==> src/rtl/core/cnw_pkg.sv <==
// Shared types, request codes and glyph tables for the character LCD nibble writer.
// Used by every module in rtl/core; depends on nothing.
package cnw_pkg;

	localparam logic [1:0] CMD_COMMAND = 2'd0;
	localparam logic [1:0] CMD_CHAR    = 2'd1;
	localparam logic [1:0] CMD_DECIMAL = 2'd2;

	localparam logic [2:0] DIGITS_ONE   = 3'd1;
	localparam logic [2:0] DIGITS_TWO   = 3'd2;
	localparam logic [2:0] DIGITS_THREE = 3'd3;
	localparam logic [2:0] DIGITS_FOUR  = 3'd4;

	localparam logic [7:0] CYR_FIRST = 8'd192;

	// reciprocal multipliers: floor(x / d) == (x * M) >> S over the stated range
	localparam logic [16:0] RECIP_1000 = 17'd67109;  // x < 2**16, S = 26
	localparam logic [16:0] RECIP_100  = 17'd83887;  // x < 2**16, S = 23
	localparam logic [15:0] RECIP_10   = 16'd52429;  // x < 2**16, S = 19
	localparam logic [7:0]  RECIP_B100 = 8'd164;     // x < 2**8,  S = 14
	localparam logic [7:0]  RECIP_B10  = 8'd205;     // x < 2**8,  S = 11

	typedef struct packed {
		logic [1:0]  cmd;
		logic [15:0] value;
		logic [2:0]  digit_count;
	} cnw_req_t;

	typedef struct packed {
		cnw_req_t    req;
		logic [6:0]  q1000;
		logic [9:0]  q100;
		logic [12:0] q10;
		logic [1:0]  bq100;
		logic [4:0]  bq10;
	} cnw_quot_t;

	typedef struct packed {
		logic [3:0][7:0] bytes;
		logic            reg_select;
		logic [3:0]      nib_total;
	} cnw_pkt_t;

	function automatic logic [7:0] digit_glyph(input logic [3:0] d);
		logic [7:0] g;
		if (d < 4'd10) begin
			g = 8'h30 + {4'b0, d};
		end else begin
			g = 8'h37 + {4'b0, d};
		end
		return g;
	endfunction

	function automatic logic [7:0] cyr_glyph(input logic [5:0] i);
		logic [7:0] g;
		case (i)
			6'd0:  g = 8'h41;  6'd1:  g = 8'h80;  6'd2:  g = 8'h42;  6'd3:  g = 8'h81;
			6'd4:  g = 8'h82;  6'd5:  g = 8'h45;  6'd6:  g = 8'h83;  6'd7:  g = 8'h92;
			6'd8:  g = 8'h84;  6'd9:  g = 8'h85;  6'd10: g = 8'h4B;  6'd11: g = 8'h86;
			6'd12: g = 8'h4D;  6'd13: g = 8'h48;  6'd14: g = 8'h4F;  6'd15: g = 8'h87;
			6'd16: g = 8'h50;  6'd17: g = 8'h43;  6'd18: g = 8'h54;  6'd19: g = 8'h93;
			6'd20: g = 8'h88;  6'd21: g = 8'h58;  6'd22: g = 8'h89;  6'd23: g = 8'h8A;
			6'd24: g = 8'h8B;  6'd25: g = 8'h8C;  6'd26: g = 8'h8D;  6'd27: g = 8'h8E;
			6'd28: g = 8'h94;  6'd29: g = 8'h8F;  6'd30: g = 8'h90;  6'd31: g = 8'h91;
			6'd32: g = 8'h61;  6'd33: g = 8'hA0;  6'd34: g = 8'hB5;  6'd35: g = 8'hA1;
			6'd36: g = 8'hA2;  6'd37: g = 8'h65;  6'd38: g = 8'hA3;  6'd39: g = 8'hB2;
			6'd40: g = 8'hA4;  6'd41: g = 8'hA5;  6'd42: g = 8'hB6;  6'd43: g = 8'hA6;
			6'd44: g = 8'hB7;  6'd45: g = 8'hB8;  6'd46: g = 8'h6F;  6'd47: g = 8'hA7;
			6'd48: g = 8'h70;  6'd49: g = 8'h63;  6'd50: g = 8'hB9;  6'd51: g = 8'hB3;
			6'd52: g = 8'hA8;  6'd53: g = 8'h78;  6'd54: g = 8'hA9;  6'd55: g = 8'hAA;
			6'd56: g = 8'hAB;  6'd57: g = 8'hAC;  6'd58: g = 8'hAD;  6'd59: g = 8'hAE;
			6'd60: g = 8'hB4;  6'd61: g = 8'hAF;  6'd62: g = 8'hB0;  6'd63: g = 8'hB1;
			default: g = 8'h00;
		endcase
		return g;
	endfunction

endpackage

==> src/rtl/core/cnw_divide.sv <==
// Quotient stage: registers a request together with its decimal quotients.
// Depends on cnw_pkg.
module cnw_divide (
	input  logic                clk,
	input  logic                arst_n,
	input  cnw_pkg::cnw_req_t   req,
	input  logic                req_valid,
	output logic                req_ready,
	output cnw_pkg::cnw_quot_t  quot_s2,
	output logic                quot_valid,
	input  logic                quot_ready
);
	import cnw_pkg::*;

	logic        valid_s2;
	logic [33:0] p1000;
	logic [33:0] p100;
	logic [31:0] p10;
	logic [15:0] pb100;
	logic [15:0] pb10;
	cnw_quot_t   quot_d;

	assign p1000 = {18'b0, req.value} * {17'b0, RECIP_1000};
	assign p100  = {18'b0, req.value} * {17'b0, RECIP_100};
	assign p10   = {16'b0, req.value} * {16'b0, RECIP_10};
	assign pb100 = {8'b0, req.value[7:0]} * {8'b0, RECIP_B100};
	assign pb10  = {8'b0, req.value[7:0]} * {8'b0, RECIP_B10};

	always_comb begin
		quot_d.req   = req;
		quot_d.q1000 = p1000[32:26];
		quot_d.q100  = p100[32:23];
		quot_d.q10   = p10[31:19];
		quot_d.bq100 = pb100[15:14];
		quot_d.bq10  = pb10[15:11];
	end

	assign req_ready  = !valid_s2 || quot_ready;
	assign quot_valid = valid_s2;

	always_ff @(posedge clk or negedge arst_n) begin
		if (!arst_n) begin
			valid_s2 <= 1'b0;
		end else if (req_ready) begin
			valid_s2 <= req_valid;
		end
	end

	always_ff @(posedge clk) begin
		if (req_ready && req_valid) begin
			quot_s2 <= quot_d;
		end
	end

endmodule

==> src/rtl/core/cnw_format.sv <==
// Byte formatter: turns a request and its quotients into up to four bytes and a nibble count.
// Depends on cnw_pkg.
module cnw_format (
	input  cnw_pkg::cnw_quot_t quot,
	output cnw_pkg::cnw_pkt_t  pkt
);
	import cnw_pkg::*;

	logic [9:0]  d1;
	logic [12:0] d2;
	logic [15:0] d3;
	logic [4:0]  e0;
	logic [7:0]  e1;
	logic [7:0]  chr;

	assign d1 = quot.q100 - {quot.q1000, 3'b0} - {2'b0, quot.q1000, 1'b0};
	assign d2 = quot.q10 - {quot.q100, 3'b0} - {2'b0, quot.q100, 1'b0};
	assign d3 = quot.req.value - {quot.q10, 3'b0} - {2'b0, quot.q10, 1'b0};
	assign e0 = quot.bq10 - {quot.bq100, 3'b0} - {2'b0, quot.bq100, 1'b0};
	assign e1 = quot.req.value[7:0] - {quot.bq10, 3'b0} - {2'b0, quot.bq10, 1'b0};

	assign chr = (quot.req.value[7:0] >= CYR_FIRST) ? cyr_glyph(quot.req.value[5:0])
	                                                : quot.req.value[7:0];

	always_comb begin
		pkt.bytes      = '0;
		pkt.reg_select = 1'b1;
		pkt.nib_total  = 4'd0;
		case (quot.req.cmd)
			CMD_COMMAND: begin
				pkt.bytes[0]   = quot.req.value[7:0];
				pkt.reg_select = 1'b0;
				pkt.nib_total  = 4'd2;
			end
			CMD_CHAR: begin
				pkt.bytes[0]  = chr;
				pkt.nib_total = 4'd2;
			end
			CMD_DECIMAL: begin
				case (quot.req.digit_count)
					DIGITS_FOUR: begin
						pkt.bytes[0]  = digit_glyph(quot.q1000[3:0]);
						pkt.bytes[1]  = digit_glyph(d1[3:0]);
						pkt.bytes[2]  = digit_glyph(d2[3:0]);
						pkt.bytes[3]  = digit_glyph(d3[3:0]);
						pkt.nib_total = 4'd8;
					end
					DIGITS_THREE: begin
						pkt.bytes[0]  = digit_glyph(quot.q100[3:0]);
						pkt.bytes[1]  = digit_glyph(d2[3:0]);
						pkt.bytes[2]  = digit_glyph(d3[3:0]);
						pkt.nib_total = 4'd6;
					end
					DIGITS_TWO: begin
						pkt.bytes[0]  = digit_glyph(e0[3:0]);
						pkt.bytes[1]  = digit_glyph(e1[3:0]);
						pkt.nib_total = 4'd4;
					end
					DIGITS_ONE: begin
						pkt.bytes[0]  = digit_glyph(quot.req.value[3:0]);
						pkt.nib_total = 4'd2;
					end
					default: begin
						pkt.nib_total = 4'd0;
					end
				endcase
			end
			default: begin
				pkt.nib_total = 4'd0;
			end
		endcase
	end

endmodule

==> src/rtl/core/cnw_serial.sv <==
// Nibble serializer: holds one formatted request and sends it one nibble per cycle.
// A nibble waits while m_tready is low. Depends on cnw_pkg.
module cnw_serial (
	input  logic              clk,
	input  logic              arst_n,
	input  cnw_pkg::cnw_pkt_t pkt,
	input  logic              pkt_valid,
	output logic              pkt_ready,
	output logic              m_tvalid,
	input  logic              m_tready,
	output logic [7:0]        m_tdata,
	output logic              m_tuser,
	output logic              m_tlast
);
	import cnw_pkg::*;

	logic       busy_q;
	logic [2:0] idx_q;
	cnw_pkt_t   buf_q;
	logic [7:0] cur_byte;
	logic       last;

	assign cur_byte = buf_q.bytes[idx_q[2:1]];
	assign last     = ({1'b0, idx_q} + 4'd1) == buf_q.nib_total;

	assign m_tvalid  = busy_q;
	assign m_tdata   = {4'b0, idx_q[0] ? cur_byte[3:0] : cur_byte[7:4]};
	assign m_tuser   = buf_q.reg_select;
	assign m_tlast   = last;
	assign pkt_ready = !busy_q || (m_tready && last);

	always_ff @(posedge clk or negedge arst_n) begin
		if (!arst_n) begin
			busy_q <= 1'b0;
			idx_q  <= '0;
		end else if (pkt_ready) begin
			busy_q <= pkt_valid && (pkt.nib_total != 4'd0);
			idx_q  <= '0;
		end else if (m_tready) begin
			idx_q <= idx_q + 3'd1;
		end
	end

	always_ff @(posedge clk) begin
		if (pkt_ready && pkt_valid) begin
			buf_q <= pkt;
		end
	end

endmodule

==> src/rtl/core/char_lcd_nibble_writer.sv <==
// Top level of the character LCD nibble writer: input register, quotient stage,
// formatter and nibble serializer. Depends on cnw_pkg, cnw_divide, cnw_format, cnw_serial.
//
// Use:
// - s_* carries requests: tuser = kind (command byte, character, decimal number),
//   tdata = value and digit count. Each request becomes a run of 4-bit transfers.
// - m_* carries nibble transfers: tdata[3:0] = bus bits DB7..DB4, tuser = register
//   select, tlast = final nibble of the request. High nibble goes first.
// - Path: a request passes the input register, the quotient stage register and the
//   serializer buffer before its first nibble is offered.
// - Throughput: one nibble per cycle while m_tready is high; a request sends two nibbles
//   per byte of its formatted output. The serializer sets the rate; the front stages hold
//   up to two waiting requests while it drains.
// - Requests of unknown kind or bad digit count pass through and send nothing.
// - When the receiver stalls, the current nibble holds and the front stages fill and
//   then drop s_tready.
// - Reset empties every stage; nothing is sent until a new request arrives.
module char_lcd_nibble_writer (
	input  logic        clk,
	input  logic        arst_n,
	input  logic        s_tvalid,
	output logic        s_tready,
	input  logic [23:0] s_tdata,   // [15:0] value, [18:16] digit_count, [23:19] zero
	input  logic [1:0]  s_tuser,   // [1:0] cmd
	output logic        m_tvalid,
	input  logic        m_tready,
	output logic [7:0]  m_tdata,   // [3:0] nibble, [7:4] zero
	output logic        m_tuser,   // [0] reg_select
	output logic        m_tlast
);
	import cnw_pkg::*;

	cnw_req_t  req_s1;
	logic      valid_s1;
	logic      ready_s2;
	cnw_quot_t quot_s2;
	logic      valid_s2;
	logic      ready_s3;
	cnw_pkt_t  pkt;

	assign s_tready = !valid_s1 || ready_s2;

	always_ff @(posedge clk or negedge arst_n) begin
		if (!arst_n) begin
			valid_s1 <= 1'b0;
		end else if (s_tready) begin
			valid_s1 <= s_tvalid;
		end
	end

	always_ff @(posedge clk) begin
		if (s_tready && s_tvalid) begin
			req_s1.cmd         <= s_tuser;
			req_s1.value       <= s_tdata[15:0];
			req_s1.digit_count <= s_tdata[18:16];
		end
	end

	cnw_divide u_divide (
		.clk        (clk),
		.arst_n     (arst_n),
		.req        (req_s1),
		.req_valid  (valid_s1),
		.req_ready  (ready_s2),
		.quot_s2    (quot_s2),
		.quot_valid (valid_s2),
		.quot_ready (ready_s3)
	);

	cnw_format u_format (
		.quot (quot_s2),
		.pkt  (pkt)
	);

	cnw_serial u_serial (
		.clk       (clk),
		.arst_n    (arst_n),
		.pkt       (pkt),
		.pkt_valid (valid_s2),
		.pkt_ready (ready_s3),
		.m_tvalid  (m_tvalid),
		.m_tready  (m_tready),
		.m_tdata   (m_tdata),
		.m_tuser   (m_tuser),
		.m_tlast   (m_tlast)
	);

`ifndef SYNTHESIS
	a_cmd_pair: assert property (@(posedge clk) disable iff (!arst_n)
		m_tvalid && m_tready && !m_tuser && !m_tlast |=> m_tvalid && m_tlast && !m_tuser)
		else $error("command byte not sent as two nibbles");

	a_s1_ready: assert property (@(posedge clk) disable iff (!arst_n)
		!valid_s1 |-> s_tready)
		else $error("input stage empty but not ready");

	a_s1_hold: assert property (@(posedge clk) disable iff (!arst_n)
		valid_s1 && !ready_s2 |=> valid_s1 && $stable(req_s1))
		else $error("stalled request lost or changed");
`endif

endmodule

==> config.mk <==
export PLATFORM = sky130hd
export DESIGN_NAME = char_lcd_nibble_writer
export DESIGN_NICKNAME = d
export VERILOG_FILES = /design/src/rtl/core/cnw_pkg.sv /design/src/rtl/core/cnw_divide.sv /design/src/rtl/core/cnw_format.sv /design/src/rtl/core/cnw_serial.sv /design/src/rtl/core/char_lcd_nibble_writer.sv
export SDC_FILE = /design/constraint.sdc
export NUM_CORES = 1
export LEC_CHECK = 0
export BUFFER_PORTS_ARGS = -buffer_cell sky130_fd_sc_hd__buf_2
export CORE_UTILIZATION = 30
export DETAILED_ROUTE_END_ITERATION = 16
export GPL_ROUTABILITY_DRIVEN = 1
export SLEW_MARGIN = 10
export SYNTH_ARGS = -nofsm -noshare
export SYNTH_HDL_FRONTEND = slang
export SYNTH_SLANG_ARGS = --single-unit
==> constraint.sdc <==
create_clock -name clk -period 6.8 [get_ports clk]
set_input_delay 0 -clock clk [delete_from_list [all_inputs] [get_ports clk]]
set_output_delay 0 -clock clk [all_outputs]
set_load 0.05 [all_outputs]
; Yosys cells after proc, flatten, opt, wreduce, memory -nomap -nowiden
; Memories as Yosys holds them, arrays and structs flattened. A register that Yosys moved wholly into a read port is not among the register bits.
; Cells that the tools add are included.
; Widths: inputs -> output; s select.
[totals]
word_cells = 110
rom_bits = 512
regBits = 95
mem_count = 1
output_inout_bits = 12
[classes]
n_lt_le_gt_ge = 10
add_sub_neg = 28
n_mul = 5
muxes = 22
eq_ne = 7
n_reduce_logical = 16
[mem_list]
columns = memory, words, width, read_ports, rd_ports_with_merged_regs, wr, line
row1 = (no name shown), 64, 8, 1, 1, 0, cnw_pkg.sv:56  ; case (i)
[op_table]
columns = cell, n
row1 = $add 6x4->7 const A, 16
row2 = $mux 8, 10
row3 = $pmux 8 s3, 2
row4 = $sub 4x4->4, 9
row5 = $lt 4x4->1 const B, 8
row6 = $pmux 8 s4, 1
row7 = $mul 16x17->30 const B, 1
row8 = $mul 16x17->27 const B, 1
row9 = $mul 16x16->23 const B, 1
row10 = $bmux 8 s2, 1
row11 = $pmux 4 s4, 1
row12 = $pmux 8 s2, 1
row13 = $mul 8x8->15 const B, 1
row14 = $mul 8x6->14 const B, 1
row15 = $ge 8x8->1 const B, 1
row16 = $pmux 4 s2, 1
row17 = $eq 3x2->1 const B, 2
row18 = $mux 3, 2
row19 = $mux 6, 1
row20 = $logic_and 1x1->1, 5
row21 = $add 3x1->4 const B, 1
row22 = $eq 4x4->1, 1
row23 = $mux 4, 1
row24 = $reduce_bool 4->1, 1
row25 = other kinds (14), 18

; Logic depth before layout (Yosys ltp)
; Gate-level depths: netlist of the first run.
[logic_depth]
depth_word = 7
ltp_mapped = 21
ltp_nobuf = 21

; Cells and area by module
; From an unflattened synthesis of the first run, not the netlist that was laid out.
[hier_totals]
cells_unflattened = 1884
area_unflattened_um2 = 19651.3
[by_module_without_submodules]
columns = mod, n_inst, cells_each, area_per_inst_um2
row1 = cnw_divide, 1, 1407, 14914.3
row2 = cnw_format, 1, 364, 2369.8
row3 = cnw_serial, 1, 88, 1682.9
row4 = char_lcd_nibble_writer, 1, 25, 684.4

; Worst setup path after synthesis of the first run
; OpenSTA, ideal clock, no wires.
[synth_path]
path_kind = reg2reg
from = register req_s1[9] (netlist bit)
to = register u_divide.quot_s2[23] (netlist name)
setup_ns = 0.259
synth_period_minus_slack_ns = 5.854
stages_incl_launch_ff = 20
n_path_buf = 0
t_arrival_ns = 5.595
path_slack_ns = 0.946
cell_sequence = edfxtp_1 fa_1 inv_1 fa_1 inv_1 fa_1 fa_1 fa_1 inv_1 fa_1 inv_1 ha_1 a21o_1 a221o_1 a221oi_1 o31a_1 o21ai_0 nor3_1 a21oi_1 xnor2_1
[synth_via]
elab_chain_len = 1
[synth_rtl]
columns = element, line
row1 = start: declaration, char_lcd_nibble_writer.sv:33  ; cnw_req_t req_s1;
row2 = $mul 16x17->27, cnw_divide.sv:24  ; assign p100 = {18'b0, req.value} * {17'b0, RECIP_100};
row3 = net u_divide.p100[26], cnw_divide.sv:17  ; logic [33:0] p100;
; The timed path passes the listed nets, and every way through them passes these cells.
; A chain may end at the register's enable or synchronous reset.

; Final worst setup path of the first run
[layout_path]
from = register req_s1[7] (netlist bit)
to = register u_divide.quot_s2[23] (netlist name)
[layout_via]
elab_chain_len = 1
[layout_rtl]
columns = element, line
row1 = $mul 16x17->27, cnw_divide.sv:24
row2 = net u_divide.p100[26], cnw_divide.sv:17
; The timed path passes the listed nets, and every way through them passes these cells.

==> metrics.txt, run 1 <==
status=finished, final reports clean; CTS buffer count=9; Hold Path Depth=2; CP startpoint kind=register; post-DP HPWL=35.4 mm; Reg2Reg Depth=19; largest family of logic cells by synthesized area=adder cells; Initial Util=0.304; GRT Overall Usage=0.155; critical path class=reg -> reg; met1 usage=0.196; post-synthesis xor/xnor area fraction=0.0411; RSZ-0062 raised after global routing=no; most common flop cell mapped by yosys=edfxtp_1; Detailed Route Iter0 Violations=657; sequential fraction of the synthesis area=0.171; first-pass GRT wire length=67.0 mm; layout cells sized above 1=0.0567; die width=238 um; CTS clk-pin slew, worst paths=90 ps; initial antenna violation count=2; Worst-Margin Slew=1150 ps; post-synthesis mux area share=0.0205; GRT overflow=0; drt drc=0; Cells after Synth=1613; crit-path cells=fa_1 -> inv_1 -> fa_1 -> inv_1 -> fa_1 -> fa_1 -> fa_1 -> inv_1 -> fa_1 -> inv_1 -> ha_1 -> a21o_1 -> a221o_1 -> a221oi_1 -> o31a_1 -> o21ai_0 -> nor3_1 -> a21oi_1 -> xnor2_1; Worst Path Required=6950 ps; Final #Nets=2290; Period minus WS final=6280 ps; Critical Path Sink Type=register; GRT met2 Usage=0.268; Die ar.=0.0568 mm^2; global route hottest layer=met2; fillcell total=5592; worst skew pair latency=390 ps; Clock Sinks=99; Hold WC Path Type=in -> reg; setup TNS=0 ps; Ys Warns=0; Detail Route Antenna Nets=0; Row Count=86; Core Region=0.0551 mm^2; Top cell by count, worst path=fa_1; EDFF count, synth=85; endpoints failing setup=0; worst-path cell with the longest stage delay=fa_1; Routability Congestion=0.918; Max-Cap Viols=0; routed via count=11500; DR WL/cell=17.1 um; Worst Path Arrival=6430 ps; Post CTS Setup Buffer Count=0; CP max stage delay=710 ps; max-slew violation count=0; via/cell ratio=4.71; vias in the first global route=12200; IO Count=42; PortBufs=32; CTS root buf=clkbuf_16; Clock Skew=22.7 ps; P&R area growth vs syn=10.4%; Synth Cell Area=0.0167 mm^2; CP max FO=8; Synth Area per Inst=10.4 um^2; Seq cells post-synth=99; die height=238 um; fraction of registers with async set/reset=0.0606; H-tree lvl count=3; Distinct cells, synth=76; drt pass-1 iters=5; WP buf/inv=4; Post-CTS Resized=0; complex-gate fraction of the synthesized area=0.0917; wirelength, routed=41.8 mm; fmax=0.159 GHz; Slew headroom=0.231; Top delay family on crit path=adder cells; part of the cycle the worst path needs=0.924; CTS tree=done; Worst path depth=19; Hold Fails Final Rpt=0; Max clock buf depth=2; grt met3 use=0.0286; simple-gate area share of the yosys netlist=0.0546; Synth Area in Adders=0.523; largest net degree at the start of global routing=37
-- cell type report --
class,count,area (um^2),area share
Inverter,400,1500,0.0812
Tap cell,748,936,0.0506
Antenna cell,1,2.50,0.000135
Multi-Input combinational cell,1091,12300,0.663
Clock inverter,6,77.6,0.00419
Clock buffer,10,229,0.0124
Sequential cell,99,2860,0.155
Timing Repair Buffer,86,628,0.0340
-- path summary, 6_finish.rpt --
check | startpoint | endpoint | slack, ps
worst max-delay path | req_s1[7]$_DFFE_PP_ | u_divide.quot_s2[23]$_DFFE_PP_ | 520
worst min-delay path | s_tdata[10] | req_s1[13]$_DFFE_PP_ | 330
max in group asynchronous | arst_n | valid_s1$_DFFE_PN0N_ | 6040
worst min register to register | req_s1[20]$_DFFE_PP_ | u_divide.quot_s2[57]$_DFFE_PP_ | 430
worst max register to register | req_s1[7]$_DFFE_PP_ | u_divide.quot_s2[23]$_DFFE_PP_ | 520
min in group asynchronous | arst_n | u_serial.idx_q[0]$_DFFE_PN0P_ | 560
-- timing repair --
item,in CTS,in global routing
endpoints found under the hold margin,29,0
endpoints found under the setup margin,0,0
hold buffers,25,0
-- cell families after synthesis --
group	count (synthesis)
AO/OA/AOI/OAI	220
XOR/XNOR	77
adder cells (fa/ha/maj)	573
multiplexers	24
buffers and inverters	426
flip-flops	99
other	1
AND/OR/NAND/NOR	193
-- layer usage --
metal,vias to the layer above,wire length [um]
met2,266,20300
met3,65,2040
met4,0,1080
li1,5478,-
met1,5700,18300
met5,-,0
-- layout by cell type (no fill, tap or decap), types with 6 or more instances in the layout --
cell type      synthesis  layout
inv_1                398     398
ha_1                 361     361
fa_1                 212     212
edfxtp_1              85      85
a21oi_1               58      58
nand2_1               58      58
nor2_1                54      54
xnor2_1               53      53
buf_2                  5      32
o21ai_0               31      31
buf_4                  5      29
dlygate4sd3_1          0      25
a21o_1                24      24
xor2_1                23      23
o22ai_1               14      14
nand3_1               13      13
mux2i_1               13      13
nor3_1                11      11
nand4_1               10      10
nor2b_1               10      10
clkbuf_16              0       9
and2_1                 8       8
a221o_1                8       8
a221oi_1               8       8
dfxtp_1                8       8
and3_1                 7       7
o21a_1                 7       7
nand2b_1               7       7
a211oi_1               6       6
dfrtp_1                6       6
-- cell usage after synthesis (11+ instances only) --
| master | number | area (um^2) |
|---|---|---|
| mux2i_1 | 13 | 130 |
| ha_1 | 361 | 4520 |
| xor2_1 | 23 | 201 |
| o21ai_0 | 31 | 155 |
| nor2_1 | 54 | 203 |
| a21oi_1 | 58 | 290 |
| clkbuf_1 | 13 | 48.8 |
| fa_1 | 212 | 4240 |
| edfxtp_1 | 85 | 2550 |
| nand3_1 | 13 | 65.1 |
| inv_1 | 398 | 1490 |
| xnor2_1 | 53 | 464 |
| a21o_1 | 24 | 180 |
| o22ai_1 | 14 | 87.6 |
| nand2_1 | 58 | 218 |
| nor3_1 | 11 | 55.1 |
-- per-stage QoR --
step	utilization	hold slack (ps)	instance area [um^2]	setup slack, ps	cells
floorplan	-	-296	16800	946	1616
global placement	0.326	-175	17900	497	2399
detailed placement	0.326	-171	17900	531	2399
CTS	0.336	317	18500	491	2440
global route	0.336	331	18500	196	2440
finish	0.336	333	18500	519	2441
-- sequential cells by signal (all words and copies together), names as in the netlist, named ones only --
register and cells:
u_serial.buf_q 32, u_divide.quot_s2 31, req_s1 21, u_serial.idx_q 3, u_divide.quot_valid 1, u_serial.m_tuser 1, u_serial.m_tvalid 1, valid_s1 1
Power of run 1 is not shown: default switching activity piles up to over one toggle a cycle in this logic, so the estimate is an artifact.
==> inputs of run 2 (changes only) <==
--- a/config.mk
+++ b/config.mk
@@ -5,6 +5,7 @@
 export SDC_FILE = /design/constraint.sdc
 export NUM_CORES = 1
 export LEC_CHECK = 0
+export ABC_AREA = 1
 export BUFFER_PORTS_ARGS = -buffer_cell sky130_fd_sc_hd__buf_2
 export CORE_UTILIZATION = 30
 export DETAILED_ROUTE_END_ITERATION = 16
==> metrics.txt, run 2 <==
Period minus WS final=6240 ps (-42.8 ps); area of the multi-input gates=0.0127 mm^2 (+3.9%); Initial Util=0.304 (about the same); Max-Cap Viols=0 (unchanged); hold path startpoint=m_tready; most common library cells after synthesis=inv_1, ha_1, nand2_1; Top cell by count, worst path=fa_1; largest net degree at the start of global routing=34 (-8.1%); RR Startpoint=req_s1[4]$_DFFE_PP_; Worst Path Required=6900 ps (-50 ps); Distinct cells, synth=49 (-36%); die height=244 um (+2.3%); critical path class=reg -> reg; fillcell total=5943 (+6.3%); CTS buffer count=9 (unchanged); worst skew pair latency=370 ps (-20 ps); area leader, netlist=ha_1; endpoints failing setup=0 (unchanged); part of the cycle the worst path needs=0.917 (-0.00630); Clock Sinks=99 (unchanged); CTS tree=done; Top reg by flops=u_serial.buf_q; fmax=0.160 GHz (+0.69%); Hold WS=14.9 ps (-318 ps); Detail Route Antenna Nets=0 (unchanged); Slew headroom=0.331 (+0.100); RSZ-0062 raised after global routing=no; max-slew violation count=0 (unchanged); status=finished, final reports clean; dpl ws=619 ps (+88.4 ps); FF/Latch Area=0.00286 mm^2 (unchanged); Critical Path Sink Type=register; Post CTS Setup Buffer Count=0 (unchanged); CP startpoint kind=register; Cells after Synth=1955 (+21%); Routability Congestion=0.925 (+0.73%); CP max FO=9 (+1); Synth Cell Area=0.0175 mm^2 (+4.7%); Worst R2R Setup Slack=560 ps (+40 ps); Antenna diodes=0 (-1); CP max stage delay=720 ps (about the same); via/cell ratio=4.70 (-0.23%); reg-to-reg endpoint=u_divide.quot_s2[9]$_DFFE_PP_; Hold WC Path Type=in -> reg; vias in the first global route=13800 (+13%); Worst-Margin Slew=1000 ps (-150 ps); share of Yosys cell area claimed by the top area cell type=0.258 (-0.0121); P&R area growth vs syn=9.95%; Ys Warns=0 (unchanged); Hold Fails Final Rpt=0 (unchanged); Final #Nets=2636 (+15%); die width=244 um (+2.3%); Core Region=0.0577 mm^2 (+4.7%); crit-path cells=ha_1 -> inv_1 -> fa_1 -> fa_1 -> fa_1 -> fa_1 -> inv_1 -> fa_1 -> ha_1 -> nand2_1 -> nor4_1 -> nand3_1 -> o311ai_0 -> xor2_1; Synth Area per Inst=8.97 um^2 (-14%); EDFF count, synth=85 (unchanged); worst-path cell with the longest stage delay=ha_1; first-pass GRT wire length=74.7 mm (+11%); CTS root buf=clkbuf_16; Seq cells post-synth=99 (unchanged); Worst Path Arrival=6340 ps (-90 ps); # placed instances=2763 (+15%); fraction of registers with async set/reset=0.0606 (unchanged); setup TNS=0 ps (unchanged); post-DP HPWL=39.9 mm (+13%); Die ar.=0.0594 mm^2 (+4.6%); PortBufs=32 (unchanged); Clock Skew=10.7 ps (-12.1 ps); routed via count=13200 (+15%); IO Count=42 (unchanged); Non-Filler Instances=2803 (+15%); most numerous cell in the Yosys netlist=inv_1; most common flop cell mapped by yosys=edfxtp_1; drt pass-1 iters=5 (unchanged); Synth area leaders=ha_1, fa_1, edfxtp_1, inv_1, nand2_1; wirelength, routed=46.1 mm (+10%); GRT overflow=0 (unchanged); DR WL/cell=16.4 um (-4.0%); number of flip-flops in the largest register=32 (unchanged); Reg2Reg Depth=14 (-5); CTS clk-pin slew, worst paths=80 ps (about the same); biggest regs=u_serial.buf_q (32), u_divide.quot_s2 (31), req_s1 (21); setup slack after layout=562 ps (+42.8 ps); Hold Crit Endpoint=u_serial.m_tvalid$_DFFE_PN0P_; Row Count=88 (+2.3%); most common cell after layout, fill and taps aside=inv_1; Max clock buf depth=2 (unchanged); Hold Path Depth=4 (+2); Detailed Route Iter0 Violations=668 (+1.7%); H-tree lvl count=3 (unchanged); layout cells sized above 1=0.0481 (-0.00865); GRT Overall Usage=0.161 (+0.00597); crit path from=req_s1[4]$_DFFE_PP_; drt drc=0 (unchanged); sequential fraction of the synthesis area=0.163 (-0.00765); most frequent cells in the layout=inv_1, ha_1, nand2_1, fa_1, nand3_1; initial antenna violation count=0 (-2)
## run 2: worst max-delay path by stage
stage	to	cells after the start
CTS	u_divide.quot_s2[9]$_DFFE_PP_	14
detailed placement	u_divide.quot_s2[9]$_DFFE_PP_	14
finish	u_divide.quot_s2[9]$_DFFE_PP_	14
floorplan	u_divide.quot_s2[23]$_DFFE_PP_	20
global route	u_divide.quot_s2[9]$_DFFE_PP_	14
global placement	u_divide.quot_s2[9]$_DFFE_PP_	14
## run 2: layout make-up
type / instances / area share
Clock inverter: 6 / 0.00299
Clock buffer: 10 / 0.0124
Tap cell: 765 / 0.0496
Timing Repair Buffer: 85 / 0.0321
Inverter: 483 / 0.0940
Multi-Input combinational cell: 1355 / 0.660
Sequential cell: 99 / 0.148
## run 2: stage by stage
| step | utilization | area (um^2) |
|---|---|---|
| 2_1_floorplan | - | 17500 |
| 3_3_place_gp | 0.325 | 18700 |
| 3_5_place_dp | 0.325 | 18700 |
| 4_1_cts | 0.334 | 19300 |
| 5_1_grt | 0.334 | 19300 |
| 6_report | 0.334 | 19300 |
## run 2: critical path: cells and delay by family, from the launching register on
kind,cells,cell delay (ps)
simple gates,3,730
flops,1,710
fa+ha+maj,7,3770
buf+inv,2,240
compound gates,1,390
xor+xnor,1,110
## run 2: logic make-up after synthesis
family | share of synthesized area
other | 0.000214
adder cells (fa/ha/maj) | 0.500
AO/OA/AOI/OAI | 0.0693
AND/OR/NAND/NOR | 0.122
XOR/XNOR | 0.0340
buffers and inverters | 0.111
flip-flops | 0.163
## run 2: per-layer routing
| metal | track usage | part of all wire | vias up |
|---|---|---|---|
| li1 | - | - | 6409 |
| met1 | 0.212 | 0.45 | 6474 |
| met2 | 0.277 | 0.48 | 247 |
| met3 | 0.0184 | 0.040 | 55 |
| met4 | 0.0410 | 0.024 | 0 |
| met5 | 0 | 0 | - |
## run 2: what timing repair did
action | 4_1_cts | 5_1_grt
hold endpoints to repair | 28 | 0
hold buffers | 24 | 0
resized for setup | 0 | 0
Power of run 2 is left out for the same reason.
==> inputs of run 3 (changes only) <==
--- a/config.mk
+++ b/config.mk
@@ -8,8 +8,10 @@
 export ABC_AREA = 1
 export BUFFER_PORTS_ARGS = -buffer_cell sky130_fd_sc_hd__buf_2
 export CORE_UTILIZATION = 30
+export CTS_BUF_LIST = sky130_fd_sc_hd__clkbuf_4 sky130_fd_sc_hd__clkbuf_8
 export DETAILED_ROUTE_END_ITERATION = 16
 export GPL_ROUTABILITY_DRIVEN = 1
+export PLACE_DENSITY = 0.47
 export SLEW_MARGIN = 10
 export SYNTH_ARGS = -nofsm -noshare
 export SYNTH_HDL_FRONTEND = slang
==> metrics.txt, run 3 (same netlist as run 2, synthesis figures left out) <==
status=finished, final reports clean; first-pass GRT wire length=79.0 mm (+5.9%); Clock Skew=27.7 ps (+17.0 ps); most common cell after layout, fill and taps aside=inv_1; RSZ-0062 raised after global routing=no; fmax=0.168 GHz (+4.5%); part of the cycle the worst path needs=0.878 (-0.0396); fillcell total=6122 (+3.0%); initial antenna violation count=0 (unchanged); CP max FO=11 (+2); vias in the first global route=13900 (+1.1%); Initial Util=0.304 (unchanged); Row Count=88 (unchanged); area of the multi-input gates=0.0127 mm^2 (unchanged); largest net degree at the start of global routing=33 (-2.9%); GRT Overall Usage=0.174 (+0.0134); CTS clk-pin slew, worst paths=120 ps (+40 ps); hold_buf cts=25 (+4.2%); biggest regs=u_serial.buf_q (32), u_divide.quot_s2 (31), req_s1 (21); Worst Path Arrival=6160 ps (-180 ps); setup TNS=0 ps (unchanged); Post CTS Setup Buffer Count=0 (unchanged); IO Count=42 (unchanged); most frequent cells in the layout=inv_1, ha_1, nand2_1, fa_1, nand3_1; post-DP HPWL=42.5 mm (+6.4%); critical path class=reg -> reg; Detailed Route Iter0 Violations=588 (-12%); Worst Path Required=6990 ps (+90 ps); Worst R2R Setup Slack=830 ps (+270 ps); drt pass-1 iters=5 (unchanged); Max clock buf depth=2 (unchanged); Slew headroom=0.296 (-0.0353); PortBufs=32 (unchanged); via/cell ratio=4.63 (-1.7%); Core Region=0.0577 mm^2 (unchanged); Max-Cap Viols=0 (unchanged); worst skew pair latency=440 ps (+70 ps); H-tree lvl count=3 (unchanged); wirelength, routed=49.3 mm (+6.9%); P&R area growth vs syn=9.73%; die width=244 um (unchanged); endpoints failing setup=0 (unchanged); Detail Route Antenna Nets=0 (unchanged); Hold WC Path Type=in -> reg; CP startpoint kind=register; Critical Path Sink Type=register; DR WL/cell=17.5 um (+6.7%); Routability Congestion=0.898 (-2.9%); CTS buffer count=9 (unchanged); max-slew violation count=0 (unchanged); CTS root buf=clkbuf_8; GRT overflow=0 (unchanged); Post-CTS Resized=0 (unchanged); CTS tree=done; drt drc=0 (unchanged); Clock Sinks=99 (unchanged); die height=244 um (unchanged); Final #Nets=2641 (+0.19%); Top reg by flops=u_serial.buf_q; Die ar.=0.0594 mm^2 (unchanged); Period minus WS final=5970 ps (-269 ps); layout cells sized above 1=0.0499 (+0.00184); Hold Fails Final Rpt=0 (unchanged); routed via count=13000 (-1.5%); Worst-Margin Slew=1060 ps (+52.9 ps); number of flip-flops in the largest register=32 (unchanged); FF/Latch Area=0.00286 mm^2 (unchanged); Antenna diodes=0 (unchanged)
[run 3: changes by cell type in the layout (fill, tap and decap cells not counted)]
cell           change
inv_1              -1
clkinv_8           +1
dlygate4sd3_1      +1
clkinvlp_4         +2
clkinv_4           -3
clkbuf_16          -9
clkinv_1           +1
bufinv_16          +1
buf_4              +4
clkbuf_8           +8
[run 3: worst max-delay path: stages (launching register included)]
cell and delay [ps]:
edfxtp_1 850, ha_1 400, inv_1 250, fa_1 510
fa_1 530, fa_1 530, fa_1 550, inv_1 50
fa_1 590, inv_1 70, ha_1 360, nand2_1 120
nor4_1 330, nand3_1 110, o311ai_0 350, xor2_1 110
[run 3: layer usage]
layer	part of all wire	track usage	up-vias
li1	-	-	6414
met1	0.48	0.240	6347
met2	0.47	0.293	199
met3	0.027	0.0158	28
met4	0.015	0.0373	0
met5	0	0	-
[run 3: final cells by class]
class	instances	share of cell area
Clock inverter	7	0.00481
Sequential cell	99	0.149
Multi-Input combinational cell	1355	0.662
Tap cell	765	0.0497
Clock buffer	9	0.00644
Timing Repair Buffer	90	0.0342
Inverter	483	0.0942
[run 3: worst paths after layout]
| kind | end | from | cells past startpoint |
|---|---|---|---|
| hold reg to reg | u_divide.quot_s2[37]$_DFFE_PP_ | req_s1[0]$_DFFE_PP_ | 0 |
| hold / removal | req_s1[15]$_DFFE_PP_ | s_tdata[12] | 2 |
| setup reg to reg | u_divide.quot_s2[9]$_DFFE_PP_ | req_s1[12]$_DFFE_PP_ | 15 |
| min in group asynchronous | u_serial.idx_q[2]$_DFFE_PN0P_ | arst_n | 3 |
| setup / recovery | u_divide.quot_s2[9]$_DFFE_PP_ | req_s1[12]$_DFFE_PP_ | 15 |
| max in group asynchronous | valid_s1$_DFFE_PN0N_ | arst_n | 3 |
[run 3: through the flow]
stage               instance area (um^2)  utilization  cells  hold WS, ps  setup slack [ps]
global route                       19200        0.333   2808          263               456
floorplan                          17500            -   1958         -296              1410
CTS                                19200        0.333   2808          228               851
global placement                   18800        0.325   2767         -163               875
finish                             19200        0.333   2808          273               831
detailed placement                 18800        0.325   2767         -164               868
Power of run 3 is left out for the same reason.
